--- src/sv/mpre_pkg.sv ---
package mpre_pkg;

    // Register file geometry
    localparam int unsigned PHY_REG_COUNT_DEF = 32;
    localparam int unsigned DATA_W            = 16;
    localparam int unsigned ADDR_W            = 5;
    localparam int unsigned FUNC_W            = 2;
    localparam logic [ADDR_W-1:0] OWN_ADDR_RST = 5'd1;

    // Operation codes
    localparam logic [FUNC_W-1:0] OP_WRITE = 2'd1;
    localparam logic [FUNC_W-1:0] OP_READ  = 2'd2;

    // Clause 22 register indexes
    localparam logic [4:0] IDX_CTRL   = 5'd0;
    localparam logic [4:0] IDX_STAT   = 5'd1;
    localparam logic [4:0] IDX_ID1    = 5'd2;
    localparam logic [4:0] IDX_ID2    = 5'd3;
    localparam logic [4:0] IDX_ADV    = 5'd4;
    localparam logic [4:0] IDX_LPA    = 5'd5;
    localparam logic [4:0] IDX_CTRL1G = 5'd9;
    localparam logic [4:0] IDX_STAT1G = 5'd10;
    localparam logic [4:0] IDX_ESTAT  = 5'd15;

    // Control and status bit positions
    localparam int unsigned CTRL_RESET_BIT     = 15;
    localparam int unsigned CTRL_PDOWN_BIT     = 11;
    localparam int unsigned CTRL_ISOLATE_BIT   = 10;
    localparam int unsigned CTRL_ANRESTART_BIT = 9;
    localparam int unsigned STAT_LINK_BIT      = 2;
    localparam int unsigned STAT_ANDONE_BIT    = 5;

    localparam logic [DATA_W-1:0] CTRL_DEFAULT  = 16'h1140;
    localparam logic [DATA_W-1:0] MISMATCH_DATA = 16'hFFFF;

    // Power-on value of each register
    function automatic logic [DATA_W-1:0] reg_default(input logic [4:0] idx);
        logic [DATA_W-1:0] v;
        case (idx)
            IDX_CTRL:   v = CTRL_DEFAULT;
            IDX_STAT:   v = 16'h7929;
            IDX_ID1:    v = 16'h600D;
            IDX_ID2:    v = 16'h84A2;
            IDX_ADV:    v = 16'h0DE1;
            IDX_LPA:    v = 16'h4DE1;
            IDX_CTRL1G: v = 16'h0200;
            IDX_STAT1G: v = 16'h3800;
            IDX_ESTAT:  v = 16'h3000;
            default:    v = '0;
        endcase
        return v;
    endfunction

    // Registers that ignore writes
    function automatic logic reg_read_only(input logic [4:0] idx);
        logic ro;
        case (idx)
            IDX_STAT, IDX_ID1, IDX_ID2, IDX_STAT1G, IDX_ESTAT: ro = 1'b1;
            default:                                           ro = 1'b0;
        endcase
        return ro;
    endfunction

endpackage

--- src/sv/mdio_phy_register_engine_core.sv ---
// Channel   Direction  Handshake            Payload
// command   in         i_valid / o_ready    i_func, i_phy_select, i_reg_index,
//                                           i_write_data, i_line_link_up
// result    out        o_valid / i_ready    o_data_out, o_read_fail, o_done_irq,
//                                           o_error_irq, o_link_status
// config    in         i_cfg_we (no wait)   i_cfg_wdata (own PHY address)
//
// One command per cycle unless the result stalls: the register file is read and
// updated in the cycle the beat is accepted, and the result lands in the output
// register on that edge, visible in the cycle after acceptance.
// A new command is taken while the output register is empty or being drained.
// Reset (synchronous, active low) marks every register entry as holding its
// default and sets the own address to 1; a control write with the reset bit
// does the same to the entries.
module mdio_phy_register_engine_core
    import mpre_pkg::*;
#(
    parameter int unsigned PHY_REG_COUNT = PHY_REG_COUNT_DEF
) (
    input  logic              i_clk,
    input  logic              i_rst_n,
    input  logic              i_cfg_we,
    input  logic [ADDR_W-1:0] i_cfg_wdata,
    input  logic              i_valid,
    output logic              o_ready,
    input  logic [FUNC_W-1:0] i_func,
    input  logic [ADDR_W-1:0] i_phy_select,
    input  logic [ADDR_W-1:0] i_reg_index,
    input  logic [DATA_W-1:0] i_write_data,
    input  logic              i_line_link_up,
    output logic              o_valid,
    input  logic              i_ready,
    output logic [DATA_W-1:0] o_data_out,
    output logic              o_read_fail,
    output logic              o_done_irq,
    output logic              o_error_irq,
    output logic              o_link_status
);

    localparam int unsigned IDX_W = $clog2(PHY_REG_COUNT);

    // Register file: entries read their default until first written
    logic [DATA_W-1:0]        r_file [PHY_REG_COUNT];
    logic [PHY_REG_COUNT-1:0] r_entry_valid;
    logic [ADDR_W-1:0]        r_own_addr;

    logic              r_out_valid;
    logic [DATA_W-1:0] r_data_out;
    logic              r_fail;
    logic              r_link;

    logic              accept;
    logic [IDX_W-1:0]  idx;
    logic [4:0]        idx5;
    logic              addr_hit;
    logic              is_read;
    logic              is_write;
    logic [DATA_W-1:0] entry_rd;
    logic [DATA_W-1:0] ctrl_cur;
    logic [DATA_W-1:0] ctrl_nxt;
    logic              do_ctrl_reset;
    logic              do_ctrl_store;
    logic              do_plain_store;
    logic              link_cur;
    logic              link_nxt;
    logic [DATA_W-1:0] n_data_out;
    logic              n_fail;

    assign o_ready = !r_out_valid || i_ready;
    assign accept  = i_valid && o_ready;

    // Decode the command
    assign idx      = i_reg_index[IDX_W-1:0];
    assign idx5     = ADDR_W'(idx);
    assign addr_hit = (i_phy_select == r_own_addr);
    assign is_read  = addr_hit && (i_func == OP_READ);
    assign is_write = addr_hit && (i_func == OP_WRITE);

    assign do_ctrl_reset  = is_write && (idx5 == IDX_CTRL) && i_write_data[CTRL_RESET_BIT];
    assign do_ctrl_store  = is_write && (idx5 == IDX_CTRL) && !i_write_data[CTRL_RESET_BIT];
    assign do_plain_store = is_write && (idx5 != IDX_CTRL) && !reg_read_only(idx5);

    // Read the addressed entry and the control register
    assign entry_rd = r_entry_valid[idx] ? r_file[idx] : reg_default(idx5);
    assign ctrl_cur = r_entry_valid[0] ? r_file[0] : CTRL_DEFAULT;

    // Control value after this command takes effect
    always_comb begin
        ctrl_nxt = ctrl_cur;
        if (do_ctrl_reset) begin
            ctrl_nxt = CTRL_DEFAULT;
        end else if (do_ctrl_store) begin
            ctrl_nxt = i_write_data;
            ctrl_nxt[CTRL_ANRESTART_BIT] = 1'b0;
        end
    end

    assign link_cur = i_line_link_up && !ctrl_cur[CTRL_PDOWN_BIT]
                      && !ctrl_cur[CTRL_ISOLATE_BIT];
    assign link_nxt = i_line_link_up && !ctrl_nxt[CTRL_PDOWN_BIT]
                      && !ctrl_nxt[CTRL_ISOLATE_BIT];

    // Form the result word
    always_comb begin
        n_data_out = i_write_data;
        n_fail     = 1'b0;
        if (!addr_hit) begin
            n_data_out = MISMATCH_DATA;
            n_fail     = 1'b1;
        end else if (is_read) begin
            n_data_out = entry_rd;
            if (idx5 == IDX_STAT) begin
                n_data_out[STAT_LINK_BIT]   = link_cur;
                n_data_out[STAT_ANDONE_BIT] = link_cur;
            end
        end else if (!is_write) begin
            n_fail = 1'b1;
        end
    end

    // Update the register file contents
    always_ff @(posedge i_clk) begin
        if (accept && do_ctrl_store) begin
            r_file[0] <= ctrl_nxt;
        end else if (accept && do_plain_store) begin
            r_file[idx] <= i_write_data;
        end
    end

    // Track which entries hold written data; own address register
    always_ff @(posedge i_clk) begin
        if (!i_rst_n) begin
            r_entry_valid <= '0;
            r_own_addr    <= OWN_ADDR_RST;
        end else begin
            if (i_cfg_we) begin
                r_own_addr <= i_cfg_wdata;
            end
            if (accept && do_ctrl_reset) begin
                r_entry_valid <= '0;
            end else if (accept && do_ctrl_store) begin
                r_entry_valid[0] <= 1'b1;
            end else if (accept && do_plain_store) begin
                r_entry_valid[idx] <= 1'b1;
            end
        end
    end

    // Hold the result beat until taken
    always_ff @(posedge i_clk) begin
        if (!i_rst_n) begin
            r_out_valid <= 1'b0;
        end else if (accept) begin
            r_out_valid <= 1'b1;
        end else if (i_ready) begin
            r_out_valid <= 1'b0;
        end
    end

    always_ff @(posedge i_clk) begin
        if (accept) begin
            r_data_out <= n_data_out;
            r_fail     <= n_fail;
            r_link     <= link_nxt;
        end
    end

    assign o_valid       = r_out_valid;
    assign o_data_out    = r_data_out;
    assign o_read_fail   = r_fail;
    assign o_done_irq    = 1'b1;
    assign o_error_irq   = r_fail;
    assign o_link_status = r_link;

    // A defaults reload leaves no written entry behind
    a_reload_clears: assert property (@(posedge i_clk) disable iff (!i_rst_n)
        accept && do_ctrl_reset |=> r_entry_valid == '0)
        else $error("register reload left written entries");

    // An accepted command always yields a result beat
    a_accept_gives_beat: assert property (@(posedge i_clk) disable iff (!i_rst_n)
        accept |=> o_valid)
        else $error("accepted command produced no result");

    // A command for another PHY fails with all-ones data
    a_mismatch_result: assert property (@(posedge i_clk) disable iff (!i_rst_n)
        accept && !addr_hit |=> o_data_out == MISMATCH_DATA && o_read_fail)
        else $error("address mismatch result wrong");

    // A powered-down or isolated PHY never reports link on a new result
    a_link_gated: assert property (@(posedge i_clk) disable iff (!i_rst_n)
        accept && (ctrl_nxt[CTRL_PDOWN_BIT] || ctrl_nxt[CTRL_ISOLATE_BIT])
        |=> !o_link_status)
        else $error("link reported while PHY is down or isolated");

endmodule
--- config.mk ---
export PLATFORM = sky130hd
export DESIGN_NAME = mdio_phy_register_engine_core
export DESIGN_NICKNAME = d
export VERILOG_FILES = /design/src/sv/mpre_pkg.sv /design/src/sv/mdio_phy_register_engine_core.sv
export SDC_FILE = /design/constraint.sdc
export NUM_CORES = 1
export LEC_CHECK = 0
export BUFFER_PORTS_ARGS = -buffer_cell sky130_fd_sc_hd__buf_2
export CAP_MARGIN = 20
export CORE_ASPECT_RATIO = 0.6
export CORE_MARGIN = 2
export CORE_UTILIZATION = 45
export CTS_BUF_LIST = sky130_fd_sc_hd__clkbuf_8
export DETAILED_ROUTE_END_ITERATION = 10
export HOLD_SLACK_MARGIN = 0.02
export PLACE_DENSITY = 0.63
export SLEW_MARGIN = 20
export SYNTH_ARGS = -nofsm -noshare
export SYNTH_HDL_FRONTEND = slang
export SYNTH_SLANG_ARGS = --single-unit
--- constraint.sdc ---
create_clock -name i_clk -period 9.1 [get_ports i_clk]
set_clock_uncertainty 0.1 [all_clocks]
set_input_delay 0 -clock i_clk [delete_from_list [all_inputs] [get_ports i_clk]]
set_output_delay 0 -clock i_clk [all_outputs]
set_load 0.01 [all_outputs]
# Yosys cells after proc, flatten, opt, wreduce, memory -nomap -nowiden

Memories as Yosys holds them, arrays and structs flattened.
Index checks and enable logic that the tools add are counted.

Magnitude comparators: 2
Equal/unequal tests: 8
Mux-type cells: 27
Bitwise operators: 3
Reduce and logical (&&, ||, !) cells: 32

Operators with widths:

| kind                                                                                 | number |
|---|---|
| 16-bit 2-to-1 mux                                                                    | 7 |
| 32-bit bitwise OR                                                                    | 1 |
| 1-bit 2-to-1 mux                                                                     | 17 |
| 1-bit logical AND                                                                    | 16 |
| 16-bit OR reduction                                                                  | 1 |
| 5-bit by 2-bit == test with 1-bit output (second input constant)                     | 2 |
| 5-bit by 4-bit == test with 1-bit output (second input constant)                     | 2 |
| 1-bit zero test                                                                      | 7 |
| 5-bit by 6-bit less-than comparator with 1-bit output (second input constant)        | 1 |
| 1-bit binary-select mux with 5-bit select                                            | 1 |
| 1-bit demux with 5-bit select                                                        | 1 |
| 5-bit by 1-bit == test with 1-bit output (second input constant)                     | 1 |
| 5-bit == test                                                                        | 1 |
| 5-bit by 1-bit greater-or-equal comparator with 1-bit output (second input constant) | 1 |
| 5-bit zero test                                                                      | 1 |
| 5-bit 2-to-1 mux                                                                     | 1 |
| 5-bit nonzero test                                                                   | 1 |
| 5-bit OR reduction                                                                   | 1 |
| 2-bit nonzero test                                                                   | 2 |
| 2-bit by 1-bit == test with 1-bit output (second input constant)                     | 1 |
| 2-bit == test (second input constant)                                                | 1 |
| 1-bit NOT                                                                            | 2 |
| 2-bit AND reduction                                                                  | 1 |
| 2-bit OR reduction                                                                   | 1 |
| 1-bit logical OR                                                                     | 1 |

Flip-flop bits (word level): 56
RAM bits: 512
Memory bits (read-only): 240
Output and inout port bits: 22
Word-level logic and storage cells: 81
Memories kept: 2

Memory list:

| memory          | words | width | rd ports | clocked after memory_dff | write ports | line                                | source |
|---|---|---|---|---|---|---|---|
| r_file          | 32    | 16    | 2        | 0                        | 1           | mdio_phy_register_engine_core.sv:43 | `logic [DATA_W-1:0] r_file [PHY_REG_COUNT];` |
| (no name shown) | 16    | 15    | 1        | 0                        | 0           | mpre_pkg.sv:39                      | `case (idx)` |

# Longest topological paths before layout

Depth after elaboration: 11
Gate-level depth with buffers: 16
Depth with buffers taken out: 8

# Worst setup path before layout

Ideal clock, no wire load.

Path kind: input to register
Start: in i_reg_index[0]
End: mem r_file[0][0], enable pin
Setup time: 0.416 ns
Data arrival time: 3.683 ns
Setup slack: 4.901 ns
Cell stages on the path: 15
Cell sequence: buf_6 > buf_12 > buf_8 > buf_6 > buf_4 > buf_4 > inv_1 > ha_1 > clkbuf_1 > o21ai_0 > o2111a_1 > and3_1 > clkbuf_1 > nand2_1 > o32ai_1

Cells in the longest elaborated chain, start to end: 11
Elaborated cells on any way between the ends: 24
Those cells by class: eq/ne (5); mux (8); reduce/logical (11)

Ends and longest elaborated chain:

| element                                                                | line                                 | source |
|---|---|---|
| from (decl)                                                            | mdio_phy_register_engine_core.sv:28  | `input logic [ADDR_W-1:0] i_reg_index,` |
| 5-bit by 1-bit == test with 1-bit output, or another cell as far along | mpre_pkg.sv:57                       | `case (idx)` |
| 5-bit OR reduction                                                     | mpre_pkg.sv:57                       |  |
| 1-bit 2-to-1 mux                                                       | mpre_pkg.sv:57                       |  |
| 1-bit zero test                                                        | mdio_phy_register_engine_core.sv:81  | `assign do_plain_store = is_write && (idx5 != IDX_CTRL) && !reg_read_only(idx5);` |
| 1-bit logical AND                                                      | mdio_phy_register_engine_core.sv:81  |  |
| 1-bit logical AND                                                      | mdio_phy_register_engine_core.sv:125 | `end else if (accept && do_plain_store) begin` |
| 1-bit 2-to-1 mux                                                       | mdio_phy_register_engine_core.sv:125 |  |
| 1-bit 2-to-1 mux                                                       | mdio_phy_register_engine_core.sv:123 | `if (accept && do_ctrl_store) begin` |
| 1-bit 2-to-1 mux (not written as such)                                 | mdio_phy_register_engine_core.sv:126 | `r_file[idx] <= i_write_data;` |
| 16-bit OR reduction (no line)                                          | -                                    |  |
| 5-bit 2-to-1 mux (no line) or 1-bit 2-to-1 mux (tied branches)         | -                                    |  |
| to (decl)                                                              | mdio_phy_register_engine_core.sv:43  |  |

Parallel ways exist; a longest one is shown, timed or not.

# Final worst setup path

Start: reg r_own_addr[1]
End: mem r_file[27][4], enable pin

Cells in the longest elaborated chain, start to end: 10
Elaborated cells on any way between the ends: 16
Those cells by class: eq/ne (1); mux (7); reduce/logical (8)

Ends and longest elaborated chain:

| element                                                        | line                                 | source |
|---|---|---|
| from (decl)                                                    | mdio_phy_register_engine_core.sv:45  | `logic [ADDR_W-1:0] r_own_addr;` |
| from (signal assigned)                                         | mdio_phy_register_engine_core.sv:137 | `r_own_addr <= i_cfg_wdata;` |
| 5-bit == test *                                                | mdio_phy_register_engine_core.sv:75  | `assign addr_hit = (i_phy_select == r_own_addr);` |
| 1-bit logical AND *                                            | mdio_phy_register_engine_core.sv:77  | `assign is_write = addr_hit && (i_func == OP_WRITE);` |
| 1-bit logical AND (2 in a row)                                 | mdio_phy_register_engine_core.sv:81  |  |
| 1-bit logical AND                                              | mdio_phy_register_engine_core.sv:125 |  |
| 1-bit 2-to-1 mux                                               | mdio_phy_register_engine_core.sv:125 |  |
| 1-bit 2-to-1 mux                                               | mdio_phy_register_engine_core.sv:123 |  |
| 1-bit 2-to-1 mux (not written as such)                         | mdio_phy_register_engine_core.sv:126 |  |
| 16-bit OR reduction (no line)                                  | -                                    |  |
| 5-bit 2-to-1 mux (no line) or 1-bit 2-to-1 mux (tied branches) | -                                    |  |

Every way passes the cells marked *; elsewhere a longest branch is shown, timed or not.

==> qor.yml <==
outcome: "finished clean"
filler_instances: 3921
global_route.usage.total: 0.2266
register_area_um2: 16680
drt.antenna.violating_nets: 0
power_switching_mw: 1.091
syn_area_um2: 22710
worst_path_max_delay_cell: "sky130_fd_sc_hd__nor2_2"
cp_data_arrival_time_ns: 4.11
timing.hold.worst.class: "input pin to flop"
cts_inserted_buffers: 82
drt_drc_violations_left: 0
timing.critical_path.cells: "xor2_1 > nor3_1 > and2_1 > nand3_1 > or3_1 > nor2_2"
synth-async-reset-ratio: 0
htreeDepth: 3
grt_pass1_wl_mm: 84.09
finalHoldViolCount: 0
detailedRoute.firstIterationViolations: 1425
final.setup.worst_slack_ns: 5.132
postCtsSetupBuffers: 0
via_count_of_the_first_global_routing_pass: 12280
crit_type: "flop to flop"
root_buffer: "sky130_fd_sc_hd__clkbuf_8"
gp_routability_congestion: 0.9213
worstPathRequired_ns: 9.24
syn_to_final_growth_pct: 13.39
cellInternalPower_mw: 3.837
finalCritPeriodShare: 0.4361
power.sequential.fraction: 0.572
yosysSeqAreaShare: 0.7343
maxSlewHeadroom: 0.2708
die_y_um: 178.0
synthesis.instances: 1202
layout.cells.most_common_list: "sky130_fd_sc_hd__edfxtp_1 (530), sky130_fd_sc_hd__mux4_2 (132), sky130_fd_sc_hd__clkbuf_8 (84), sky130_fd_sc_hd__nor2_1 (59), sky130_fd_sc_hd__buf_2 (56)"
clkSinkCount: 568
switching_share: 0.2213
io_pins: 61
drt-vias-per-instance: 6.081
crit_end_category: "flop"
final_nets: 1383
met3RoutedLength_mm: 5.731
grt_overflow: 0
fp.coreArea_um2: 49580
grt_antenna_before_repair: 2
layout_commonest_cell: "sky130_fd_sc_hd__edfxtp_1"
synth_top_area_share: 0.7008
met2WireLength_mm: 24.47
critical_path.max_fanout: 18
period_minus_slack_ns: 3.968
timing.max_cap.violations: 0
p_leak_nw: 9.378
dominant_cells_by_area_after_synthesis: "sky130_fd_sc_hd__edfxtp_1 (70%), sky130_fd_sc_hd__mux4_2 (13%), sky130_fd_sc_hd__dfxtp_1 (3.3%), sky130_fd_sc_hd__mux2i_1 (1.9%), sky130_fd_sc_hd__nor2_1 (1.3%)"
start_util: 0.4580
timing_max_transition_violations_final: 0
peakVddDrop_mv: 0.1059
avgSynthCellArea_um2: 18.89
grt_start_max_net_pins: 62
power_mw: 4.927
synthFlopType: "sky130_fd_sc_hd__edfxtp_1"
total_die_area_um2: 52340
synth_largest_area_cell: "sky130_fd_sc_hd__edfxtp_1"
rsz0062_at_grt: "false"
floorplan.die.width_um: 294.0
power.density_cell_area_nw_per_um2: 191.3
routedLengthMet1_mm: 26.10
insertedDiodeCount: 0
p_clk_frac: 0.388
wl_per_cell_um: 28.36
timing.critical_path.slowest_cell_delay_ns: 0.83
clk_transition_reported_paths_ns: 0.06
clock_path_buffers: 3
num_rows: 63
synth_edf_count: 530
setup-tns-final_ns: 0
combinationalPowerShare: 0.040
dp_hpwl_mm: 35.76
layout-drive-gt1-share: 0.2655
synthesis.yosys.warnings: 0
pre_cts_ws_ns: 4.099
achievable-frequency_mhz: 252.0
detail_route.wirelength_mm: 58.28
postSynthNetCount: 1245
multi_input_area_um2: 5709
vias_post_dr: 12500
routed.top_layer: "met4"
ys_seq_elements: 568
synth.distinct_cells: 55
clock_latency_ns: 0.65
setup_viol_count_final: 0
cts_tree: "done"
firstDrtPassIters: 5
portBuffers: 59
tightestPinTransition_ns: 1.093
timing.critical_path.from_type: "flop"
## critical path, delay by kind of cell, from the launching register on
kind / cells / cell delay [ns]
xor+xnor: 1 / 0.16
flops: 1 / 0.32
simple gates: 5 / 3.00
## worst paths after layout
kind	start	to	slack [ns]	cells after the start
setup reg to reg	r_own_addr[1]	r_file[27][4]	5.13	6
hold reg to reg	r_entry_valid[3]	r_entry_valid[3]	0.33	2
setup / recovery	r_own_addr[1]	r_file[27][4]	5.13	6
hold / removal	i_reg_index[4]	o_data_out[15]	0.09	4
## synth_stat cells (12+ instances only)
cell type / n
sky130_fd_sc_hd__a21oi_1: 32
sky130_fd_sc_hd__edfxtp_1: 530
sky130_fd_sc_hd__nand2_1: 35
sky130_fd_sc_hd__nand3_1: 20
sky130_fd_sc_hd__a22oi_1: 19
sky130_fd_sc_hd__o21ai_0: 20
sky130_fd_sc_hd__dfxtp_1: 38
sky130_fd_sc_hd__buf_2: 18
sky130_fd_sc_hd__a22o_1: 19
sky130_fd_sc_hd__a211oi_1: 12
sky130_fd_sc_hd__buf_4: 16
sky130_fd_sc_hd__mux4_2: 132
sky130_fd_sc_hd__clkbuf_1: 31
sky130_fd_sc_hd__nor2_1: 80
sky130_fd_sc_hd__nor3_1: 21
sky130_fd_sc_hd__mux2i_1: 43
sky130_fd_sc_hd__a31oi_1: 22
## power by group through the flow
stage	clock (mW)	sequential [mW]	combinational, mW
5_1_grt	2.06	2.82	0.208
4_1_cts	1.95	2.82	0.194
3_3_place_gp	0	2.87	0.179
6_report	1.91	2.82	0.197
2_1_floorplan	0	2.87	0.121
3_5_place_dp	0	2.87	0.180
## repair_timing
item / CTS / global route
setup endpoints to repair: 0 / 0
hold endpoints to repair: 59 / 0
gates resized for setup: 0 / 0
hold buffers: 42 / 0
## registers in the layout (all words and copies together) (netlist names)
signal	cells
o_valid	1
r_own_addr	5
r_file	512
r_entry_valid	32
o_error_irq	1
o_data_out	16
o_link_status	1
## per-stage QoR
| stage | hold slack [ns] | util | instances | area [um2] |
|---|---|---|---|---|
| floorplan | -0.03806 | - | 1202 | 22710 |
| global placement | 0.08272 | 0.4778 | 1859 | 23690 |
| detailed placement | 0.08906 | 0.4787 | 1862 | 23740 |
| CTS | 0.02899 | 0.5177 | 2053 | 25670 |
| global route | 0.08623 | 0.5194 | 2055 | 25750 |
| finish | 0.08616 | 0.5194 | 2055 | 25750 |
## metal layers
| metal | vias up | track usage |
|---|---|---|
| met2 | 653 | 0.3118 |
| met4 | 0 | 0.08163 |
| met5 | - | 0 |
| li1 | 5212 | - |
| met1 | 6526 | 0.3457 |
| met3 | 106 | 0.06155 |
## area by class of cell
type	instances	area share
clock inverter	65	0.01390
multi-input combinational	544	0.2217
timing repair buffer	133	0.03873
tap	650	0.03158
sequential	568	0.6476
inverter	11	0.001603
clock buffer	84	0.04490
## logic make-up after synthesis
| logic type | count (synthesis) | share of synthesized area |
|---|---|---|
| AOI/OAI and AO/OA | 164 | 0.04970 |
| adders and majority gates | 4 | 0.002204 |
| DFF | 568 | 0.7343 |
| muxes | 178 | 0.1513 |
| xor gates and xnor gates | 6 | 0.002314 |
| buffers and inverters | 90 | 0.02204 |
| and+or+nand+nor | 191 | 0.03791 |
| other | 1 | 0.0001651 |
(Power assumes the default switching activity.)
